===== src/sv/dcd_pkg.sv =====
// dcd_pkg: types, constants and the month-length table for the day count converter
// no dependencies
`default_nettype none

package dcd_pkg;

    // epoch and field widths
    localparam int EPOCH_YEAR = 1970;
    localparam int YEAR_W     = 12;
    localparam int COUNT_W    = 16;

    // epoch split for the leap rule: year mod 100 and (year / 100) mod 4
    localparam logic [6:0] EPOCH_MOD100 = 7'(EPOCH_YEAR % 100);
    localparam logic [1:0] EPOCH_CENT4  = 2'((EPOCH_YEAR / 100) % 4);
    localparam logic [YEAR_W-1:0] EPOCH_YEAR_V = YEAR_W'(EPOCH_YEAR);

    localparam logic [8:0] DAYS_COMMON = 9'd365;
    localparam logic [8:0] DAYS_LEAP   = 9'd366;
    localparam logic [6:0] LAST_MOD100 = 7'd99;

    // month index runs 0..11
    localparam logic [3:0] MONTHS_PER_YEAR = 4'd12;
    localparam logic [3:0] LAST_MONTH      = 4'd11;
    localparam logic [3:0] FEBRUARY        = 4'd1;

    typedef enum logic [1:0] {
        ST_IDLE,
        ST_YEAR,
        ST_MON_WALK
    } dcd_state_t;

    typedef struct packed {
        logic [15:0] day_count;
        logic [7:0]  hour_weekday_byte;
        logic [5:0]  minutes_in;
        logic [5:0]  seconds_in;
    } dcd_in_t;

    typedef struct packed {
        logic [11:0] year_out;
        logic [3:0]  month_out;
        logic [4:0]  day_out;
        logic [4:0]  hour_out;
        logic [2:0]  weekday_out;
        logic [5:0]  minutes_out;
        logic [5:0]  seconds_out;
    } dcd_out_t;

    // days in month, february lengthened in leap years
    function automatic logic [4:0] month_len(input logic [3:0] m, input logic leap);
        logic [4:0] len;
        unique case (m)
            4'd0, 4'd2, 4'd4, 4'd6, 4'd7, 4'd9, 4'd11: len = 5'd31;
            4'd3, 4'd5, 4'd8, 4'd10:                   len = 5'd30;
            FEBRUARY:                                  len = leap ? 5'd29 : 5'd28;
            default:                                   len = 5'd31;
        endcase
        return len;
    endfunction

endpackage

`default_nettype wire


===== src/sv/day_count_to_calendar_date.sv =====
// day_count_to_calendar_date: converts a day count since the epoch into year, month, day
// depends on dcd_pkg
// an item passes from accept through ST_YEAR and ST_MON_WALK into the output register;
// a new item is accepted only after the last one is loaded into the output register;
// the shared subtractor walks one year or month per cycle
// a waiting result holds the conversion at its last step, and the input stays not ready,
// until the output register frees
// reset (aresetn, synchronous, active low) returns to idle and drops m_valid
`default_nettype none

module day_count_to_calendar_date import dcd_pkg::*; (
    input  wire logic     aclk,
    input  wire logic     aresetn,
    input  wire logic     s_valid,
    output logic          s_ready,
    input  wire dcd_in_t  s_data,
    output logic          m_valid,
    input  wire logic     m_ready,
    output dcd_out_t      m_data
);

    dcd_state_t         state_reg, state_next;
    logic [COUNT_W-1:0] rem_reg;
    logic [YEAR_W-1:0]  year_reg;
    logic [6:0]         mod100_reg;
    logic [1:0]         cent_reg;
    logic [3:0]         month_reg;
    dcd_in_t            in_reg;
    dcd_out_t           out_reg;
    logic               m_valid_reg;

    logic               leap;
    logic [8:0]         sub;
    logic [COUNT_W:0]   diff;
    logic               fits;
    logic               year_step;
    logic               month_step;
    logic               out_free;
    logic               load_out;
    logic               accept;
    logic [3:0]         month_clamped;

    // leap rule from the tracked year fields
    assign leap = (year_reg[1:0] == 2'd0) && ((mod100_reg != 7'd0) || (cent_reg == 2'd0));

    // shared subtract and compare unit
    always_comb begin
        unique case (state_reg)
            ST_YEAR:     sub = leap ? DAYS_LEAP : DAYS_COMMON;
            ST_MON_WALK: sub = {4'd0, month_len(month_reg, leap)};
            default:     sub = 9'd0;
        endcase
        diff = {1'b0, rem_reg} - {{(COUNT_W - 8){1'b0}}, sub};
        fits = !diff[COUNT_W];
    end

    // step and handshake controls
    always_comb begin
        s_ready    = (state_reg == ST_IDLE);
        accept     = s_valid && s_ready;
        out_free   = !m_valid_reg || m_ready;
        year_step  = (state_reg == ST_YEAR) && fits;
        month_step = (state_reg == ST_MON_WALK) && fits && (month_reg < MONTHS_PER_YEAR);
        load_out   = (state_reg == ST_MON_WALK) && !month_step && out_free;
        m_valid    = m_valid_reg;
        m_data     = out_reg;
    end

    // next state
    always_comb begin
        state_next = state_reg;
        unique case (state_reg)
            ST_IDLE:     if (s_valid) begin
                             state_next = ST_YEAR;
                         end
            ST_YEAR:     if (!year_step) begin
                             state_next = ST_MON_WALK;
                         end
            ST_MON_WALK: if (load_out) begin
                             state_next = ST_IDLE;
                         end
            default:     state_next = ST_IDLE;
        endcase
    end

    assign month_clamped = (month_reg > LAST_MONTH) ? LAST_MONTH : month_reg;

    // control registers
    always_ff @(posedge aclk) begin
        if (!aresetn) begin
            state_reg   <= ST_IDLE;
            m_valid_reg <= 1'b0;
        end else begin
            state_reg <= state_next;
            if (load_out) begin
                m_valid_reg <= 1'b1;
            end else if (m_ready) begin
                m_valid_reg <= 1'b0;
            end
        end
    end

    // datapath registers
    always_ff @(posedge aclk) begin
        if (accept) begin
            in_reg     <= s_data;
            rem_reg    <= s_data.day_count;
            year_reg   <= EPOCH_YEAR_V;
            mod100_reg <= EPOCH_MOD100;
            cent_reg   <= EPOCH_CENT4;
            month_reg  <= 4'd0;
        end else if (year_step) begin
            rem_reg  <= diff[COUNT_W-1:0];
            year_reg <= year_reg + 1'b1;
            if (mod100_reg == LAST_MOD100) begin
                mod100_reg <= 7'd0;
                cent_reg   <= cent_reg + 1'b1;
            end else begin
                mod100_reg <= mod100_reg + 1'b1;
            end
        end else if (month_step) begin
            rem_reg   <= diff[COUNT_W-1:0];
            month_reg <= month_reg + 1'b1;
        end

        // result item
        if (load_out) begin
            out_reg.year_out    <= year_reg;
            out_reg.month_out   <= month_clamped + 1'b1;
            out_reg.day_out     <= rem_reg[4:0] + 1'b1;
            out_reg.hour_out    <= in_reg.hour_weekday_byte[4:0];
            out_reg.weekday_out <= in_reg.hour_weekday_byte[7:5];
            out_reg.minutes_out <= in_reg.minutes_in;
            out_reg.seconds_out <= in_reg.seconds_in;
        end
    end

endmodule

`default_nettype wire


===== config.mk =====
export PLATFORM = sky130hd
export DESIGN_NAME = day_count_to_calendar_date
export DESIGN_NICKNAME = d
export VERILOG_FILES = /design/src/sv/dcd_pkg.sv /design/src/sv/day_count_to_calendar_date.sv
export SDC_FILE = /design/constraint.sdc
export NUM_CORES = 1
export LEC_CHECK = 0
export BUFFER_PORTS_ARGS = -buffer_cell sky130_fd_sc_hd__buf_4
export CORE_UTILIZATION = 45
export DETAILED_ROUTE_END_ITERATION = 10
export GPL_TIMING_DRIVEN = 0
export PLACE_DENSITY = 0.66
export SETUP_SLACK_MARGIN = 0.5
export SYNTH_ARGS = -nofsm -noshare
export SYNTH_HDL_FRONTEND = slang
export SYNTH_SLANG_ARGS = --single-unit

===== constraint.sdc =====
create_clock -name aclk -period 12.9 [get_ports aclk]
set_input_delay 1.29 -clock aclk [delete_from_list [all_inputs] [get_ports aclk]]
set_output_delay 1.29 -clock aclk [all_outputs]
set_load 0.02 [all_outputs]

; Yosys cells after proc, flatten, opt, wreduce, memory -nomap -nowiden
; Cells that the tools add are included.
; Widths: inputs -> output; s select.
[word_totals]
regBits = 105
inputBits = 40
output_inout_bits = 43
elab_cells = 75
[op_classes]
addsub = 7
n_lt_le_gt_ge = 2
n_eq_ne = 11
mux = 15
bitwise = 1
reduce_logical = 22
[op_table]
columns = op, n
row1 = $mux 16, 3
row2 = $pmux 9 s2, 1
row3 = $sub 16x9->17, 1
row4 = $add 12x1->12 const B, 1
row5 = $add 4x1->4 const B, 2
row6 = $eq 4x4->1 const B, 2
row7 = $mux 2, 4
row8 = $add 7x1->7 const B, 1
row9 = $eq 7x7->1 const B, 1
row10 = $logic_and 1x1->1, 7
row11 = $mux 7, 1
row12 = $reduce_bool 7->1, 1
row13 = $logic_not 2->1, 3
row14 = $ne 2x2->1 const B, 3
row15 = $pmux 2 s3, 1
row16 = $add 5x1->5 const B, 1
row17 = $eq 4x1->1 const B, 1
row18 = $eq 4x2->1 const B, 1
row19 = $eq 4x3->1 const B, 1
row20 = $gt 4x4->1 const B, 1
row21 = $lt 4x4->1 const B, 1
row22 = $mux 4, 1
row23 = $pmux 2 s2, 1
row24 = $reduce_and 2->1, 2
row25 = other kinds (11), 16

; Depth between registers and ports, before layout
[depth]
ltp_word = 15
depth_mapped = 17
depth_no_buf = 15

; Worst setup path after synthesis
; Ideal clock, no wire load.
[synth_path]
path_kind = register to register
startpoint = register mod100_reg[0]
endpoint = register out_reg, in the netlist m_data[0] (enable)
setup_time_ns = 0.439
t_arrival_ns = 4.491
t_required_ns = 12.461
setup_slack_ns = 7.969
stages_incl_launch_ff = 17
n_path_buf = 1
synth_period_minus_slack_ns = 4.931
path_cell_list = dfxtp_1 inv_1 ha_1 nor4b_1 a21boi_0 and4b_1 o21ai_0 a21oi_1 ha_1 fa_1 nor2b_1 o31a_1 o31a_1 buf_2 o21ai_0 nand2_1 nor2_1
[synth_between]
elab_chain_len = 13
elab_cells_between_ends = 14
cone_classes = 1 x add/sub / 4 x mux / 9 x reduce/logical
[synth_rtl]
columns = item, line
row1 = "start, declared", day_count_to_calendar_date.sv:25  ; logic [6:0] mod100_reg;
row2 = "start signal, assigned", day_count_to_calendar_date.sv:119  ; mod100_reg <= mod100_reg + 1'b1;
row3 = $reduce_bool 7->1 (*), day_count_to_calendar_date.sv:44  ; assign leap = (year_reg[1:0] == 2'd0) && ((mod100_reg != 7'd0) || (cent_reg == 2'd0));
row4 = $logic_or 1x1->1 (*), day_count_to_calendar_date.sv:44
row5 = $logic_and 1x1->1 (*), day_count_to_calendar_date.sv:44
row6 = $mux 1, dcd_pkg.sv:55  ; FEBRUARY: len = leap ? 5'd29 : 5'd28;
row7 = $pmux 2 s2, dcd_pkg.sv:52  ; unique case (m)
row8 = $pmux 9 s2 (*), day_count_to_calendar_date.sv:48  ; unique case (state_reg)
row9 = $sub 16x9->17 (*), day_count_to_calendar_date.sv:53  ; diff = {1'b0, rem_reg} - {{(COUNT_W - 8){1'b0}}, sub};
row10 = $logic_not 1->1 (*), day_count_to_calendar_date.sv:54  ; fits = !diff[COUNT_W];
row11 = $logic_and 1x1->1 (*) (2 in series), day_count_to_calendar_date.sv:63  ; month_step = (state_reg == ST_MON_WALK) && fits && (month_reg < MONTHS_PER_YEAR);
row12 = $logic_not 1->1 (*), day_count_to_calendar_date.sv:64  ; load_out = (state_reg == ST_MON_WALK) && !month_step && out_free;
row13 = $logic_and 1x1->1 (*) (2 in series), day_count_to_calendar_date.sv:64
row14 = named net load_out, day_count_to_calendar_date.sv:39  ; logic load_out;
row15 = "end, declared", day_count_to_calendar_date.sv:29  ; dcd_out_t out_reg;
; The timed path passes the listed nets; every way through them passes the cells marked *.
; A chain may end at the register's enable or synchronous reset.

; Worst setup path in the final report
[layout_path]
startpoint = register mod100_reg[0]
endpoint = register rem_reg[11] (enable)
[layout_between]
elab_chain_len = 11
elab_cells_between_ends = 13
cone_classes = 1 x add/sub / 4 x mux / 8 x reduce/logical
[layout_rtl]
columns = item, line
row1 = $reduce_bool 7->1 (*), day_count_to_calendar_date.sv:44
row2 = $logic_or 1x1->1 (*), day_count_to_calendar_date.sv:44
row3 = $logic_and 1x1->1 (*), day_count_to_calendar_date.sv:44
row4 = $mux 1, dcd_pkg.sv:55
row5 = $pmux 2 s2, dcd_pkg.sv:52
row6 = $pmux 9 s2 (*), day_count_to_calendar_date.sv:48
row7 = $sub 16x9->17 (*), day_count_to_calendar_date.sv:53
row8 = $logic_not 1->1 (*), day_count_to_calendar_date.sv:54
row9 = $logic_and 1x1->1 (2 in series), day_count_to_calendar_date.sv:63
row10 = $reduce_bool 3->1 (no line) (*), n/a
row11 = "end signal, assigned", day_count_to_calendar_date.sv:107  ; rem_reg <= s_data.day_count;
row12 = "end signal, assigned", day_count_to_calendar_date.sv:113  ; rem_reg <= diff[COUNT_W-1:0];
row13 = "end signal, assigned", day_count_to_calendar_date.sv:122  ; rem_reg <= diff[COUNT_W-1:0];
row14 = "end, declared", day_count_to_calendar_date.sv:23  ; logic [COUNT_W-1:0] rem_reg;
; Mark *: on every way between the ends. The rest lies on a longest branch, timed or not.

==> Implementation_results.wiki <==
{| class="wikitable"
! Metric !! Value
|-
| Final Hold Viols || 0
|-
| Number of global-route vias before repair || 3,047
|-
| Worst Tran Pin Value || 0.743 ns
|-
| PostCTS Resize Cnt || 0
|-
| Number of levels in the clock H-tree || 3
|-
| Post-detailed-route count of antenna-violating nets || 0
|-
| Clock-pin slew reported for the worst setup and hold paths after clock tree synthesis || 0.11 ns
|-
| Register bit total from synthesis || 105
|-
| CTS sink count || 105
|-
| Clock Tree Buf Depth || 2
|-
| Row Count || 36
|-
| First-pass detailed-route iteration total || 4
|-
| GR met1 Demand/Resource || 23.3%
|-
| Syn Area/Cell || 12.1 µm²
|-
| Gr busiest metal || met2
|-
| Class of the most critical setup path || reg -> reg
|-
| Startpoint of the lowest-slack register-to-register path || mod100_reg[0]
|-
| Post-route fraction of the period consumed by the critical path || 34.4%
|-
| Avg WL per Cell || 15.0 µm
|-
| Setup crit start kind || flip-flop
|-
| Gp weighted congestion || 0.828
|-
| Effective utilization at floorplan || 47.1%
|-
| Global-route total usage across every layer || 17.5%
|-
| Met3 track utilization from global routing || 4.14%
|-
| Post-Route Skew || 0.00978 ns
|-
| Power density cells || 192 nW/µm²
|-
| Area of all placed cells without fillers || 5710 µm²
|-
| Unrepaired setup endpoints after global routing || false
|-
| Worst hold path startpoint || in_reg[5]
|-
| Via density per instance || 5.21
|-
| Core region area || 9950 µm²
|-
| Crit-path max FO || 16
|-
| Max reg flops || 41
|-
| Number of I/O pins || 83
|-
| Dpl cell area || 5500 µm²
|-
| Overall via count from detail_route || 3,229
|-
| Instance count of the mapped netlist || 388
|-
| Final Max Tran Viols || 0
|-
| Result of the run || complete, no violations
|-
| DP Wirelength || 6700 µm
|-
| CTS Root Cell || sky130_fd_sc_hd__clkbuf_8
|-
| Ratio of cells with drive above 1 in the final layout || 22.6%
|-
| Die outline width || 104 µm
|-
| Area of the mapped netlist || 4690 µm²
|-
| Count of synthesis-stage warnings from yosys || 0
|-
| Port Buffer Count || 82
|-
| Max cap viols || 0
|-
| Count of flip-flops with a built-in enable after synthesis || 77
|-
| Number of clock buffers inserted by TritonCTS || 9
|-
| Leading cell type in the layout, fill and taps excluded || sky130_fd_sc_hd__buf_4
|-
| Setup-failing EPs final || 0
|-
| Post-synthesis cell type count || 51
|-
| Total negative setup slack || 0 ns
|-
| Residual DRC || 0
|-
| Async SR Flop Fraction || 0%
|-
| Leakage || 0.00223 µW
|-
| Worst hold-check path type || reg -> reg
|-
| Pin count of the biggest net entering global routing || 30
|-
| Sequential share of the synthesized area || 61.2%
|-
| Arrival time worst endpoint || 4.45 ns
|-
| Worst setup path startpoint || mod100_reg[0]
|-
| Clock insertion delay at the later pin of the skew report || 0.38 ns
|-
| Synthesis-to-finish area growth || 21.6%
|-
| Max rail drop VDD || 0.125 mV
|-
| Most used cells in the layout excluding fill and tap cells || sky130_fd_sc_hd__buf_4, sky130_fd_sc_hd__edfxtp_1, sky130_fd_sc_hd__nand2_1
|-
| Number of setup buffers added after CTS || 0
|-
| Hold slack final || 0.429 ns
|-
| Top flip-flop cell by instance count after synthesis || sky130_fd_sc_hd__edfxtp_1
|-
| Diodes inserted || 0
|-
| Worst setup slack before clock tree synthesis || 8.52 ns
|-
| Met2 usage || 28.5%
|-
| Initial antenna violation count || 0
|-
| Nets || 546
|-
| Number of hold-repair buffers added at the cts stage || 0
|-
| CTS tree || built
|-
| Wire length of the first global-routing pass || 14,800 µm
|-
| CP endpoint kind || flip-flop
|-
| Post-route worst setup slack || 8.46 ns
|-
| Height of the die || 104 µm
|-
| Worst relative slew slack || 50.3%
|-
| Required time of the critical path || 12.91 ns
|-
| Fmax || 225 MHz
|-
| Remaining global-route overflow || 0
|-
| Initial drt markers || 147
|-
| Die area || 10,800 µm²
|-
| Min Clock Period, post-route || 4.44 ns
|-
| Post-Route WL || 9330 µm
|-
| Mapped Nets || 452
|}
worst paths after layout:
path              slack (ns)  cells past startpoint     endpoint
hold reg to reg         0.43                      0    m_data[5]
setup reg to reg        8.46                     16  rem_reg[11]
setup / recovery        8.46                     16  rem_reg[11]
hold / removal          0.43                      0    m_data[5]
area by class of cell:
cell class	instances	area, µm²
Clock buffer	9	124
Clock inverter	7	80.1
Inverter	23	86.3
Sequential cell	105	2870
Timing Repair Buffer	83	636
Tap cell	133	166
Fill cell	854	4250
Multi-Input combinational cell	247	1680
Buffer	13	61.3
worst max-delay path, cell delays in order, from the launching register on:
cell                       delay, ns
sky130_fd_sc_hd__dfxtp_1        0.35
sky130_fd_sc_hd__inv_1          0.09
sky130_fd_sc_hd__ha_1           0.15
sky130_fd_sc_hd__nor4b_1        0.21
sky130_fd_sc_hd__a21boi_0       0.24
sky130_fd_sc_hd__and4b_1        0.27
sky130_fd_sc_hd__o21ai_0        0.15
sky130_fd_sc_hd__a21oi_1        0.09
sky130_fd_sc_hd__ha_1           0.21
sky130_fd_sc_hd__fa_1           0.40
sky130_fd_sc_hd__nor2b_1        0.17
sky130_fd_sc_hd__o31a_1         0.21
sky130_fd_sc_hd__o31a_1         0.24
sky130_fd_sc_hd__buf_2          0.29
sky130_fd_sc_hd__buf_2          0.29
sky130_fd_sc_hd__o22ai_1        0.12
sky130_fd_sc_hd__nand2_1        0.58
synthesized netlist by cell type (10+ instances only):
cell type | count | area, µm²
sky130_fd_sc_hd__nand2_1 | 33 | 124
sky130_fd_sc_hd__nor3_1 | 10 | 50.1
sky130_fd_sc_hd__o21ai_0 | 18 | 90.1
sky130_fd_sc_hd__inv_1 | 23 | 86.3
sky130_fd_sc_hd__nor2_1 | 31 | 116
sky130_fd_sc_hd__o2111ai_1 | 10 | 87.6
sky130_fd_sc_hd__ha_1 | 23 | 288
sky130_fd_sc_hd__a21oi_1 | 15 | 75.1
sky130_fd_sc_hd__xnor2_1 | 13 | 114
sky130_fd_sc_hd__edfxtp_1 | 77 | 2310
sky130_fd_sc_hd__xor2_1 | 13 | 114
sky130_fd_sc_hd__dfxtp_1 | 28 | 561
cells by family (layout without fill, tap and decap cells):
family | count (synthesis) | after routing | synth area share (%)
compound gates | 82 | 82 | 12.1
fa+ha+maj | 24 | 24 | 6.56
xor+xnor | 26 | 26 | 4.85
buf+inv | 36 | 135 | 3.12
flops | 105 | 105 | 61.2
mux | 3 | 3 | 0.640
simple gates | 112 | 112 | 11.5
power breakdown:
part | internal (µW) | switching [µW] | total, µW | leakage (µW)
sequential | 445 | 40.9 | 485 | 0.000945
clock | 77.5 | 127 | 204 | 0.0000998
combinational | 155 | 249 | 404 | 0.00119
metrics by stage:
step | std cells | util, % | total power [µW]
2_1_floorplan | 388 | - | 781
3_3_place_gp | 603 | 55.0 | 879
3_5_place_dp | 604 | 55.3 | 893
4_1_cts | 620 | 57.3 | 1100
5_1_grt | 620 | 57.3 | 1170
6_report | 620 | 57.3 | 1090
metal layers:
layer  wire, µm  vias up
met5          0        -
met4        112        0
met3        362        7
met2       4440       79
met1       4420     1528
li1           -     1615
No activity file was read; power rests on OpenSTA's default activity.
